**src/sv/two_runway_queue_scheduler_macros.svh**
```systemverilog
// Assertion macros shared by the scheduler's modules.
`ifndef TWO_RUNWAY_QUEUE_SCHEDULER_MACROS_SVH
`define TWO_RUNWAY_QUEUE_SCHEDULER_MACROS_SVH

// A property checked at every rising edge outside reset.
`define TRQS_ASSERT(lbl, prop, msg) \
    lbl: assert property (@(posedge i_clk) disable iff (!i_rst_n) prop) else $error(msg);

// A condition that must bring the given consequence in the next cycle.
`define TRQS_ASSERT_NEXT(lbl, pre, post, msg) \
    lbl: assert property (@(posedge i_clk) disable iff (!i_rst_n) (pre) |=> (post)) \
        else $error(msg);

`endif

```
**src/sv/trqs_pkg.sv**
```systemverilog
// Types and constants of the two-runway queue scheduler.
`default_nettype none

package trqs_pkg;

    localparam int QUEUE_DEPTH_DEF  = 16;
    localparam int TAG_BITS_DEF     = 16;
    localparam int COUNTER_BITS_DEF = 32;

    localparam int TIME_BITS   = 32;
    localparam int FLIGHT_BITS = 16;
    localparam int LIMIT_W     = 5;
    localparam int COUNT_W     = 5;
    localparam int SEL_W       = 4;
    localparam int OUT_CNT_W   = 32;
    localparam int NUM_CNT     = 12;

    localparam logic [LIMIT_W-1:0] LIMIT_RESET = 5'd16;

    // Statistics counter indexes.
    localparam logic [SEL_W-1:0] CNT_LAND_REQ     = 4'd0;
    localparam logic [SEL_W-1:0] CNT_TAKEOFF_REQ  = 4'd1;
    localparam logic [SEL_W-1:0] CNT_LANDINGS     = 4'd2;
    localparam logic [SEL_W-1:0] CNT_TAKEOFFS     = 4'd3;
    localparam logic [SEL_W-1:0] CNT_LAND_ACC     = 4'd4;
    localparam logic [SEL_W-1:0] CNT_TAKEOFF_ACC  = 4'd5;
    localparam logic [SEL_W-1:0] CNT_LAND_REF     = 4'd6;
    localparam logic [SEL_W-1:0] CNT_TAKEOFF_REF  = 4'd7;
    localparam logic [SEL_W-1:0] CNT_LAND_WAIT    = 4'd8;
    localparam logic [SEL_W-1:0] CNT_TAKEOFF_WAIT = 4'd9;
    localparam logic [SEL_W-1:0] CNT_LAND_IDLE    = 4'd10;
    localparam logic [SEL_W-1:0] CNT_TAKEOFF_IDLE = 4'd11;

    typedef enum logic [1:0] {
        REQ_LAND    = 2'd0,
        REQ_TAKEOFF = 2'd1,
        REQ_TICK    = 2'd2,
        REQ_READ    = 2'd3
    } t_req;

    typedef enum logic [1:0] {
        ST_ACCEPTED = 2'd0,
        ST_REFUSED  = 2'd1,
        ST_TICK     = 2'd2,
        ST_READ     = 2'd3
    } t_status;

    typedef enum logic [1:0] {
        S_IDLE,
        S_EXEC,
        S_POP2
    } t_state;

    typedef struct packed {
        logic push;
        logic pop;
    } t_fifo_cmd;

    typedef struct packed {
        t_status                status;
        logic                   r1_valid;
        logic [FLIGHT_BITS-1:0] r1_tag;
        logic [TIME_BITS-1:0]   r1_wait;
        logic                   r2_valid;
        logic                   r2_is_landing;
        logic [FLIGHT_BITS-1:0] r2_tag;
        logic [TIME_BITS-1:0]   r2_wait;
        logic                   emergency;
        logic [COUNT_W-1:0]     landing_count;
        logic [COUNT_W-1:0]     takeoff_count;
        logic [OUT_CNT_W-1:0]   counter_value;
    } t_result;

endpackage

`default_nettype wire

```
**src/sv/trqs_fifo.sv**
```systemverilog
// Circular queue held in a synchronous memory, with the head entry always read out.
`default_nettype none
`include "two_runway_queue_scheduler_macros.svh"

module trqs_fifo
    import trqs_pkg::*;
#(
    parameter int QUEUE_DEPTH = QUEUE_DEPTH_DEF,
    parameter int ENTRY_BITS  = TAG_BITS_DEF + TIME_BITS
) (
    input  wire logic                               i_clk,
    input  wire logic                               i_rst_n,
    input  wire t_fifo_cmd                          i_cmd,
    input  wire logic [ENTRY_BITS-1:0]              i_wdata,
    output logic      [ENTRY_BITS-1:0]              o_rdata,
    output logic      [$clog2(QUEUE_DEPTH+1)-1:0]   o_fill
);

    localparam int PTR_W  = $clog2(QUEUE_DEPTH);
    localparam int FILL_W = $clog2(QUEUE_DEPTH + 1);

    logic [ENTRY_BITS-1:0] mem [QUEUE_DEPTH];
    logic [PTR_W-1:0]      r_head, n_head;
    logic [PTR_W-1:0]      r_tail, n_tail;
    logic [FILL_W-1:0]     r_fill, n_fill;
    logic [ENTRY_BITS-1:0] r_rdata;

    always_comb begin
        n_head = r_head;
        n_tail = r_tail;
        n_fill = r_fill;
        if (i_cmd.pop) begin
            n_head = (r_head == PTR_W'(QUEUE_DEPTH - 1)) ? '0 : r_head + PTR_W'(1);
        end
        if (i_cmd.push) begin
            n_tail = (r_tail == PTR_W'(QUEUE_DEPTH - 1)) ? '0 : r_tail + PTR_W'(1);
        end
        n_fill = r_fill + FILL_W'(i_cmd.push) - FILL_W'(i_cmd.pop);
    end

    always_ff @(posedge i_clk) begin
        if (!i_rst_n) begin
            r_head <= '0;
            r_tail <= '0;
            r_fill <= '0;
        end else begin
            r_head <= n_head;
            r_tail <= n_tail;
            r_fill <= n_fill;
        end
    end

    // The read address follows the next head, so the read register holds the entry at
    // the current head; a write into the head slot at the same edge is not yet seen.
    always_ff @(posedge i_clk) begin
        if (i_cmd.push) begin
            mem[r_tail] <= i_wdata;
        end
        r_rdata <= mem[n_head];
    end

    assign o_rdata = r_rdata;
    assign o_fill  = r_fill;

    `TRQS_ASSERT(a_pop_not_empty, i_cmd.pop |-> (r_fill != '0), "pop from an empty queue")
    `TRQS_ASSERT(a_push_not_full, i_cmd.push |-> (r_fill < FILL_W'(QUEUE_DEPTH)), "push to a full queue")
    `TRQS_ASSERT_NEXT(a_fill_holds, !i_cmd.push && !i_cmd.pop, $stable(r_fill), "fill moved without a command")

endmodule

`default_nettype wire

```
**src/sv/two_runway_queue_scheduler.sv**
```systemverilog
// Two-runway queue scheduler: landing and takeoff queues, runway service and statistics.
// A request, a counter read or a normal tick passes from the input transfer to the
// execution state, which loads its result into the output register. An emergency tick
// passes through the execution state and a second pop state: each queue memory delivers
// one head entry per cycle, so its two landings are popped in consecutive cycles and the
// second pop state loads the result. The next input is taken once the current item
// has left for the output register; each execution cycle waits while an earlier
// result still sits there unaccepted. The queue memories need no clearing pass after
// reset. A new queue limit applies to every item that executes after the write, so
// write it only while nothing is in flight.
`default_nettype none
`include "two_runway_queue_scheduler_macros.svh"

module two_runway_queue_scheduler
    import trqs_pkg::*;
#(
    parameter int QUEUE_DEPTH  = QUEUE_DEPTH_DEF,
    parameter int TAG_BITS     = TAG_BITS_DEF,
    parameter int COUNTER_BITS = COUNTER_BITS_DEF
) (
    input  wire logic                   i_clk,
    input  wire logic                   i_rst_n,
    input  wire logic                   i_cfg_valid,
    output logic                        o_cfg_ready,
    input  wire logic [LIMIT_W-1:0]     i_cfg_data,
    input  wire logic                   i_in_valid,
    output logic                        o_in_ready,
    input  wire logic [1:0]             i_req_type,
    input  wire logic [FLIGHT_BITS-1:0] i_flight_tag,
    input  wire logic [TIME_BITS-1:0]   i_time_now,
    input  wire logic [SEL_W-1:0]       i_counter_select,
    output logic                        o_out_valid,
    input  wire logic                   i_out_ready,
    output logic [1:0]                  o_status,
    output logic                        o_runway1_valid,
    output logic [FLIGHT_BITS-1:0]      o_runway1_tag,
    output logic [TIME_BITS-1:0]        o_runway1_wait,
    output logic                        o_runway2_valid,
    output logic                        o_runway2_is_landing,
    output logic [FLIGHT_BITS-1:0]      o_runway2_tag,
    output logic [TIME_BITS-1:0]        o_runway2_wait,
    output logic                        o_emergency_flag,
    output logic [COUNT_W-1:0]          o_landing_count,
    output logic [COUNT_W-1:0]          o_takeoff_count,
    output logic [OUT_CNT_W-1:0]        o_counter_value
);

    localparam int FILL_W     = $clog2(QUEUE_DEPTH + 1);
    localparam int CMP_W      = (FILL_W > LIMIT_W) ? FILL_W : LIMIT_W;
    localparam int ENTRY_BITS = TAG_BITS + TIME_BITS;

    t_state                  r_state, n_state;
    logic                    r_emerg, n_emerg;
    logic [LIMIT_W-1:0]      r_limit;
    t_req                    r_req;
    logic [FLIGHT_BITS-1:0]  r_tag;
    logic [TIME_BITS-1:0]    r_time;
    logic [SEL_W-1:0]        r_sel;
    logic                    r_hold_valid, n_hold_valid;
    logic [FLIGHT_BITS-1:0]  r_hold_tag, n_hold_tag;
    logic [TIME_BITS-1:0]    r_hold_wait, n_hold_wait;
    t_result                 r_res, n_res;
    logic                    r_out_valid;
    logic                    res_load;
    logic [COUNTER_BITS-1:0] r_cnt [NUM_CNT];
    logic [COUNTER_BITS-1:0] n_cnt [NUM_CNT];
    logic [NUM_CNT-1:0]      cnt_inc;
    logic                    add_land_en;
    logic                    add_takeoff_en;

    t_fifo_cmd               l_cmd, t_cmd;
    logic [ENTRY_BITS-1:0]   l_rd, t_rd;
    logic [FILL_W-1:0]       l_fill, t_fill;
    logic [FILL_W-1:0]       l_after, t_after;
    logic [ENTRY_BITS-1:0]   wdata;
    logic [TIME_BITS-1:0]    wait_l, wait_t;
    logic [FLIGHT_BITS-1:0]  tag_l, tag_t;
    logic                    l_full, t_full, slot_free;

    trqs_fifo #(
        .QUEUE_DEPTH (QUEUE_DEPTH),
        .ENTRY_BITS  (ENTRY_BITS)
    ) u_land_q (
        .i_clk   (i_clk),
        .i_rst_n (i_rst_n),
        .i_cmd   (l_cmd),
        .i_wdata (wdata),
        .o_rdata (l_rd),
        .o_fill  (l_fill)
    );

    trqs_fifo #(
        .QUEUE_DEPTH (QUEUE_DEPTH),
        .ENTRY_BITS  (ENTRY_BITS)
    ) u_takeoff_q (
        .i_clk   (i_clk),
        .i_rst_n (i_rst_n),
        .i_cmd   (t_cmd),
        .i_wdata (wdata),
        .o_rdata (t_rd),
        .o_fill  (t_fill)
    );

    assign wdata  = {TAG_BITS'(r_tag), r_time};
    assign wait_l = r_time - l_rd[TIME_BITS-1:0];
    assign wait_t = r_time - t_rd[TIME_BITS-1:0];
    assign tag_l  = FLIGHT_BITS'(l_rd[ENTRY_BITS-1:TIME_BITS]);
    assign tag_t  = FLIGHT_BITS'(t_rd[ENTRY_BITS-1:TIME_BITS]);

    // A queue is full at the written limit or at the memory depth, whichever is lower.
    assign l_full = (CMP_W'(l_fill) >= CMP_W'(r_limit)) || (l_fill == FILL_W'(QUEUE_DEPTH));
    assign t_full = (CMP_W'(t_fill) >= CMP_W'(r_limit)) || (t_fill == FILL_W'(QUEUE_DEPTH));

    assign slot_free   = !r_out_valid || i_out_ready;
    assign o_in_ready  = (r_state == S_IDLE);
    assign o_cfg_ready = 1'b1;

    always_comb begin
        n_state        = r_state;
        n_emerg        = r_emerg;
        n_hold_valid   = r_hold_valid;
        n_hold_tag     = r_hold_tag;
        n_hold_wait    = r_hold_wait;
        l_cmd          = '0;
        t_cmd          = '0;
        cnt_inc        = '0;
        add_land_en    = 1'b0;
        add_takeoff_en = 1'b0;
        res_load       = 1'b0;
        n_res          = '0;

        case (r_state)
            S_IDLE: begin
                if (i_in_valid) begin
                    n_state = S_EXEC;
                end
            end
            S_EXEC: begin
                if (slot_free) begin
                    case (r_req)
                        REQ_LAND: begin
                            cnt_inc[CNT_LAND_REQ] = 1'b1;
                            if (!l_full) begin
                                l_cmd.push            = 1'b1;
                                cnt_inc[CNT_LAND_ACC] = 1'b1;
                                n_res.status          = ST_ACCEPTED;
                            end else begin
                                cnt_inc[CNT_LAND_REF] = 1'b1;
                                n_res.status          = ST_REFUSED;
                            end
                            res_load = 1'b1;
                            n_state  = S_IDLE;
                        end
                        REQ_TAKEOFF: begin
                            cnt_inc[CNT_TAKEOFF_REQ] = 1'b1;
                            if (!t_full) begin
                                t_cmd.push               = 1'b1;
                                cnt_inc[CNT_TAKEOFF_ACC] = 1'b1;
                                n_res.status             = ST_ACCEPTED;
                            end else begin
                                cnt_inc[CNT_TAKEOFF_REF] = 1'b1;
                                n_res.status             = ST_REFUSED;
                            end
                            res_load = 1'b1;
                            n_state  = S_IDLE;
                        end
                        REQ_TICK: begin
                            n_res.status = ST_TICK;
                            n_emerg      = r_emerg || l_full;
                            if (l_fill != '0) begin
                                l_cmd.pop             = 1'b1;
                                add_land_en           = 1'b1;
                                cnt_inc[CNT_LANDINGS] = 1'b1;
                                n_res.r1_valid        = 1'b1;
                                n_res.r1_tag          = tag_l;
                                n_res.r1_wait         = wait_l;
                            end else begin
                                cnt_inc[CNT_LAND_IDLE] = 1'b1;
                            end
                            if (n_emerg) begin
                                // The second landing is read from the new head next cycle.
                                n_hold_valid = n_res.r1_valid;
                                n_hold_tag   = n_res.r1_tag;
                                n_hold_wait  = n_res.r1_wait;
                                n_state      = S_POP2;
                            end else begin
                                if (t_fill != '0) begin
                                    t_cmd.pop             = 1'b1;
                                    add_takeoff_en        = 1'b1;
                                    cnt_inc[CNT_TAKEOFFS] = 1'b1;
                                    n_res.r2_valid        = 1'b1;
                                    n_res.r2_tag          = tag_t;
                                    n_res.r2_wait         = wait_t;
                                end else begin
                                    cnt_inc[CNT_TAKEOFF_IDLE] = 1'b1;
                                end
                                res_load = 1'b1;
                                n_state  = S_IDLE;
                            end
                        end
                        REQ_READ: begin
                            n_res.status = ST_READ;
                            if (r_sel < SEL_W'(NUM_CNT)) begin
                                n_res.counter_value = OUT_CNT_W'(r_cnt[r_sel]);
                            end
                            res_load = 1'b1;
                            n_state  = S_IDLE;
                        end
                        default: begin
                            n_state = S_IDLE;
                        end
                    endcase
                end
            end
            S_POP2: begin
                if (slot_free) begin
                    n_res.status   = ST_TICK;
                    n_res.r1_valid = r_hold_valid;
                    n_res.r1_tag   = r_hold_tag;
                    n_res.r1_wait  = r_hold_wait;
                    if (l_fill != '0) begin
                        l_cmd.pop             = 1'b1;
                        add_land_en           = 1'b1;
                        cnt_inc[CNT_LANDINGS] = 1'b1;
                        n_res.r2_valid        = 1'b1;
                        n_res.r2_is_landing   = 1'b1;
                        n_res.r2_tag          = tag_l;
                        n_res.r2_wait         = wait_l;
                    end else begin
                        cnt_inc[CNT_LAND_IDLE] = 1'b1;
                    end
                    // Emergency mode ends when this tick leaves the landing queue empty.
                    if (l_fill <= FILL_W'(1)) begin
                        n_emerg = 1'b0;
                    end
                    res_load = 1'b1;
                    n_state  = S_IDLE;
                end
            end
            default: begin
                n_state = S_IDLE;
            end
        endcase

        l_after             = l_fill + FILL_W'(l_cmd.push) - FILL_W'(l_cmd.pop);
        t_after             = t_fill + FILL_W'(t_cmd.push) - FILL_W'(t_cmd.pop);
        n_res.emergency     = n_emerg;
        n_res.landing_count = COUNT_W'(l_after);
        n_res.takeoff_count = COUNT_W'(t_after);
    end

    // Event counters saturate; the two wait sums wrap.
    always_comb begin
        for (int k = 0; k < NUM_CNT; k++) begin
            n_cnt[k] = r_cnt[k];
            if (cnt_inc[k] && (r_cnt[k] != '1)) begin
                n_cnt[k] = r_cnt[k] + COUNTER_BITS'(1);
            end
        end
        if (add_land_en) begin
            n_cnt[CNT_LAND_WAIT] = r_cnt[CNT_LAND_WAIT] + COUNTER_BITS'(wait_l);
        end
        if (add_takeoff_en) begin
            n_cnt[CNT_TAKEOFF_WAIT] = r_cnt[CNT_TAKEOFF_WAIT] + COUNTER_BITS'(wait_t);
        end
    end

    always_ff @(posedge i_clk) begin
        if (!i_rst_n) begin
            r_state     <= S_IDLE;
            r_emerg     <= 1'b0;
            r_limit     <= LIMIT_RESET;
            r_out_valid <= 1'b0;
            for (int k = 0; k < NUM_CNT; k++) begin
                r_cnt[k] <= '0;
            end
        end else begin
            r_state <= n_state;
            r_emerg <= n_emerg;
            if (i_cfg_valid) begin
                r_limit <= i_cfg_data;
            end
            if (res_load) begin
                r_out_valid <= 1'b1;
            end else if (i_out_ready) begin
                r_out_valid <= 1'b0;
            end
            for (int k = 0; k < NUM_CNT; k++) begin
                r_cnt[k] <= n_cnt[k];
            end
        end
    end

    always_ff @(posedge i_clk) begin
        if (i_in_valid && o_in_ready) begin
            r_req  <= t_req'(i_req_type);
            r_tag  <= i_flight_tag;
            r_time <= i_time_now;
            r_sel  <= i_counter_select;
        end
        r_hold_valid <= n_hold_valid;
        r_hold_tag   <= n_hold_tag;
        r_hold_wait  <= n_hold_wait;
        if (res_load) begin
            r_res <= n_res;
        end
    end

    assign o_out_valid          = r_out_valid;
    assign o_status             = r_res.status;
    assign o_runway1_valid      = r_res.r1_valid;
    assign o_runway1_tag        = r_res.r1_tag;
    assign o_runway1_wait       = r_res.r1_wait;
    assign o_runway2_valid      = r_res.r2_valid;
    assign o_runway2_is_landing = r_res.r2_is_landing;
    assign o_runway2_tag        = r_res.r2_tag;
    assign o_runway2_wait       = r_res.r2_wait;
    assign o_emergency_flag     = r_res.emergency;
    assign o_landing_count      = r_res.landing_count;
    assign o_takeoff_count      = r_res.takeoff_count;
    assign o_counter_value      = r_res.counter_value;

    // Within an emergency tick the queue may run dry before its second pop.
    `TRQS_ASSERT(a_emerg_has_landings, (r_emerg && (r_state != S_POP2)) |-> (l_fill != '0), "emergency, no landings")
    `TRQS_ASSERT(a_pop2_in_emerg, (r_state == S_POP2) |-> r_emerg, "second pop outside emergency")
    `TRQS_ASSERT_NEXT(a_transfer_starts_exec, i_in_valid && o_in_ready, r_state == S_EXEC, "no execution")

endmodule

`default_nettype wire

```
**config.mk**
```make
export PLATFORM = sky130hd
export DESIGN_NAME = two_runway_queue_scheduler
export DESIGN_NICKNAME = d
export VERILOG_FILES = /design/src/sv/trqs_pkg.sv /design/src/sv/trqs_fifo.sv /design/src/sv/two_runway_queue_scheduler.sv
export VERILOG_INCLUDE_DIRS = /design/src /design/src/sv
export SDC_FILE = /design/constraint.sdc
export NUM_CORES = 2
export LEC_CHECK = 0
export ABC_AREA = 1
export BUFFER_PORTS_ARGS = -buffer_cell sky130_fd_sc_hd__buf_2
export CAP_MARGIN = 20
export CORE_MARGIN = 8
export CORE_UTILIZATION = 30
export DETAILED_ROUTE_END_ITERATION = 6
export GPL_ROUTABILITY_DRIVEN = 1
export PLACE_DENSITY_LB_ADDON = 0.05
export SKIP_LAST_GASP = 1
export SYNTH_ARGS = -nofsm -noshare
export SYNTH_HDL_FRONTEND = slang
export SYNTH_SLANG_ARGS = --single-unit
```
**constraint.sdc**
```tcl
create_clock -name i_clk -period 8.7 [get_ports i_clk]
set_clock_uncertainty 0.2 [all_clocks]
set_input_delay 1.74 -clock i_clk [delete_from_list [all_inputs] [get_ports i_clk]]
set_output_delay 1.74 -clock i_clk [all_outputs]
set_load 0.005 [all_outputs]
```
==> impl_metrics.ini <==
[synthesis]
synth_cell_type_count = 54
async_flop_share_pct = 0
synth_edf_count = 1783
synth_area_um2 = 110000
yosysSeqAreaShare_pct = 58.2
synthFlopType = edfxtp_1
yosysWarnings = 0
syn_inst = 12100
ys_seq_elements = 2298
synth_nets = 12300
synth_area_per_cell_um2 = 9.10

[route]
drt-initial-drc-count = 7185
num_vias = 85800
wl_per_cell_um = 25.3
routed_via_density = 4.99
ant_nets = 0
met3_length_mm = 17.9
routed_wl_mm = 435
first_pass_iters = 6
routed.top_layer = met5
dr_wl_met2_mm = 206
drc_errors = 0
wl_met1_mm = 197

[floorplan]
die-area_um2 = 385000
ioPinCount = 211
core-area_um2 = 365000
rows = 222
fp.dieW_um = 621
die_h_um = 621
initial_core_util_pct = 30.1

[worst_hold_path]
hold-path-endpoint = r_cnt[10][31]$_SDFFE_PN0P_
min_from = r_cnt[10][31]$_SDFFE_PN0P_
hold_depth = 2
hp-class = reg -> reg

[sta]
final.min_clock_period_ns = 5.89
worst_pin_slew_ns = 1.29
fin_tns_setup_ns = 0
hold_violations = 0
rsz0062_at_grt = false
maxSlewHeadroom_pct = 14.0
drv_slew = 0
setup_viol = 0
max_freq_ghz = 0.170
fin_crit_sh_pct = 67.8
holdWs_ns = 0.264

[final_layout]
synthToLayoutAreaGrowth_pct = 14.6
layout.nets = 12400
final_core_util_pct = 34.5
num-fill-cells = 37700
layout-drive-gt1-share_pct = 7.13
layout_common_cells = 3114 x nand2_1, 1783 x edfxtp_1, 1558 x nand3_1, 1384 x inv_1, 758 x a21oi_1
layout_commonest_cell = nand2_1

[clocking]
cts_root_buffer = clkbuf_16
cts-htree-levels = 5
numCtsBuffers = 288
cts_tree = built
cts_setup_buffers = 0
clk_pin_slew_ns = 0.06
clock_latency_ns = 0.93
clockBufferDepth = 4
hold_buffers = 0
cts_resized = 0
cts_sinks = 2298

[worst_setup_path]
crit_fanout = 35
critPathCaptureType = flop
required_ns = 9.27
path_class = reg -> reg
reg2reg_slack_ns = 2.81
reg2reg_depth = 22
worst_setup_path_start_kind = flop
r2r-start = r_time[1]$_DFFE_PP_
worstReg2RegEnd = r_cnt[9][28]$_SDFFE_PN0P_
arrival_ns = 6.47

[power_and_ir_drop]
combPwrFrac_pct = 13.9
p_per_area_nw_per_um2 = 224
internal_power_w = 0.0201
power.net_switching_w = 0.00804
ir_drop_uv = 146
p_sw_share_pct = 28.6
clock_power_share_pct = 42.3
p_seq_share_pct = 43.8
p_leak_nw = 48.0

[global_routing]
grt_max_degree = 197
first_global_vias = 83800
grt-ovfl-total = 0
grt_pass1_wl_mm = 623
antenna_found_initial = 26
grt_use_total_pct = 21.9

[place]
dp_hpwl_mm = 273
place.port_buffers = 209
gp_congestion = 0.910

[outcome]
status = completed

[job]
cap_violations = 0
## how the worst max path moves through the flow
| stage | slack (ns) | from | end |
|---|---|---|---|
| final | 2.81 | r_time[1]$_DFFE_PP_ | r_cnt[9][28]$_SDFFE_PN0P_ |
| after global routing | 2.50 | r_time[1]$_DFFE_PP_ | r_cnt[9][28]$_SDFFE_PN0P_ |
| after CTS | 2.84 | r_time[1]$_DFFE_PP_ | r_cnt[9][31]$_SDFFE_PN0P_ |
| after detailed placement | 2.38 | i_out_ready | r_cnt[10][15]$_SDFFE_PN0P_ |
| after global placement | 2.40 | i_out_ready | r_cnt[10][15]$_SDFFE_PN0P_ |
| after floorplan | 2.57 | i_out_ready | o_counter_value[0]$_SDFFCE_PN0P_ |
## state kept, by name (all words and copies together), names as in the netlist, 32 cells and up
name	flops
u_takeoff_q.mem	768
r_time	32
o_counter_value	32
o_runway2_wait	32
u_land_q.o_rdata	48
u_land_q.mem	768
r_cnt	384
o_runway1_wait	32
r_hold_wait	32
u_takeoff_q.o_rdata	48
## synth_stat cells (20+ instances only)
library cell	instances	area share [%]
edfxtp_1	1783	49
nand4_1	108	0.62
dfxtp_1	515	9.4
nand3b_1	153	1.0
buf_4	22	0.15
a21oi_1	758	3.5
o21bai_1	24	0.16
nor4_1	82	0.47
o21a_1	20	0.14
inv_1	1390	4.8
o211ai_1	63	0.43
nand3_1	1561	7.1
nor2_1	598	2.0
clkbuf_1	328	1.1
xor2_1	195	1.6
xnor2_1	59	0.47
a21o_1	25	0.17
a221oi_1	31	0.25
buf_2	155	0.71
nor3_1	217	0.99
nand2_1	3116	11
o21ai_0	412	1.9
a311oi_1	32	0.26
buf_1	83	0.28
ha_1	177	2.0
nor3b_1	24	0.16
## through the flow
| stage | std cells | power (W) | setup WS, ns | area [um2] |
|---|---|---|---|---|
| after global placement | 16700 | 0.0165 | 2.40 | 117000 |
| after detailed placement | 16700 | 0.0165 | 2.38 | 117000 |
| final | 17200 | 0.0281 | 2.81 | 126000 |
| after global routing | 17200 | 0.0292 | 2.50 | 126000 |
| after CTS | 17200 | 0.0285 | 2.84 | 126000 |
| after floorplan | 12100 | 0.0147 | 2.57 | 110000 |
## power by group through the flow
stage / combinational (W) / sequential [W] / clock (W)
floorplan: 0.00225 / 0.0125 / 0
CTS: 0.00395 / 0.0123 / 0.0122
detailed placement: 0.00394 / 0.0126 / 0
global route: 0.00429 / 0.0123 / 0.0126
finish: 0.00391 / 0.0123 / 0.0119
global placement: 0.00393 / 0.0126 / 0
## area by class of cell
class	count	area, um2	share of cell area [%]
clock buffers	409	8080	6.43
clock inverters	110	1100	0.873
repair buffers	394	2780	2.21
diodes	2	5.00	0.00398
inverters	1404	5300	4.21
flip-flops and latches	2298	63900	50.8
multi-input cells	7774	38600	30.7
well taps	4816	6030	4.79
## layer usage
layer / GRT usage, % / vias to the layer above
li1: - / 40900
met1: 29.7 / 42200
met2: 37.2 / 2168
met3: 2.09 / 525
met4: 6.35 / 6
met5: 0 / -
## cell families (layout without fill, tap and decap cells)
logic type	count (synthesis)	after routing	synth area share (%)
simple gates	5912	5912	23.4
flops	2298	2298	58.2
buf+inv	1992	2317	7.06
compound gates	1421	1421	7.12
xor+xnor	257	257	2.08
fa+ha+maj	183	183	2.13
other cells	1	3	0.00342
## critical path, stage by stage (launching register included)
cell and delay [ns]:
edfxtp_1 0.33, buf_4 0.49, inv_1 0.34, fa_1 0.48, inv_1 0.07, nand2_1 0.06, o21ai_0 0.51, nand2_1 0.11
nand2_1 0.15, nand2_1 0.06, nand2_1 0.12, nand2_1 0.07, a21oi_1 0.17, xor2_1 0.68, ha_1 0.41, nand2_1 0.15
o21ai_0 0.18, a21oi_1 0.30, nor2_1 0.08, a211oi_1 0.38, a21oi_1 0.13, nor2_1 0.12, nor2_1 0.04
No activity file was read; power rests on OpenSTA's default activity.
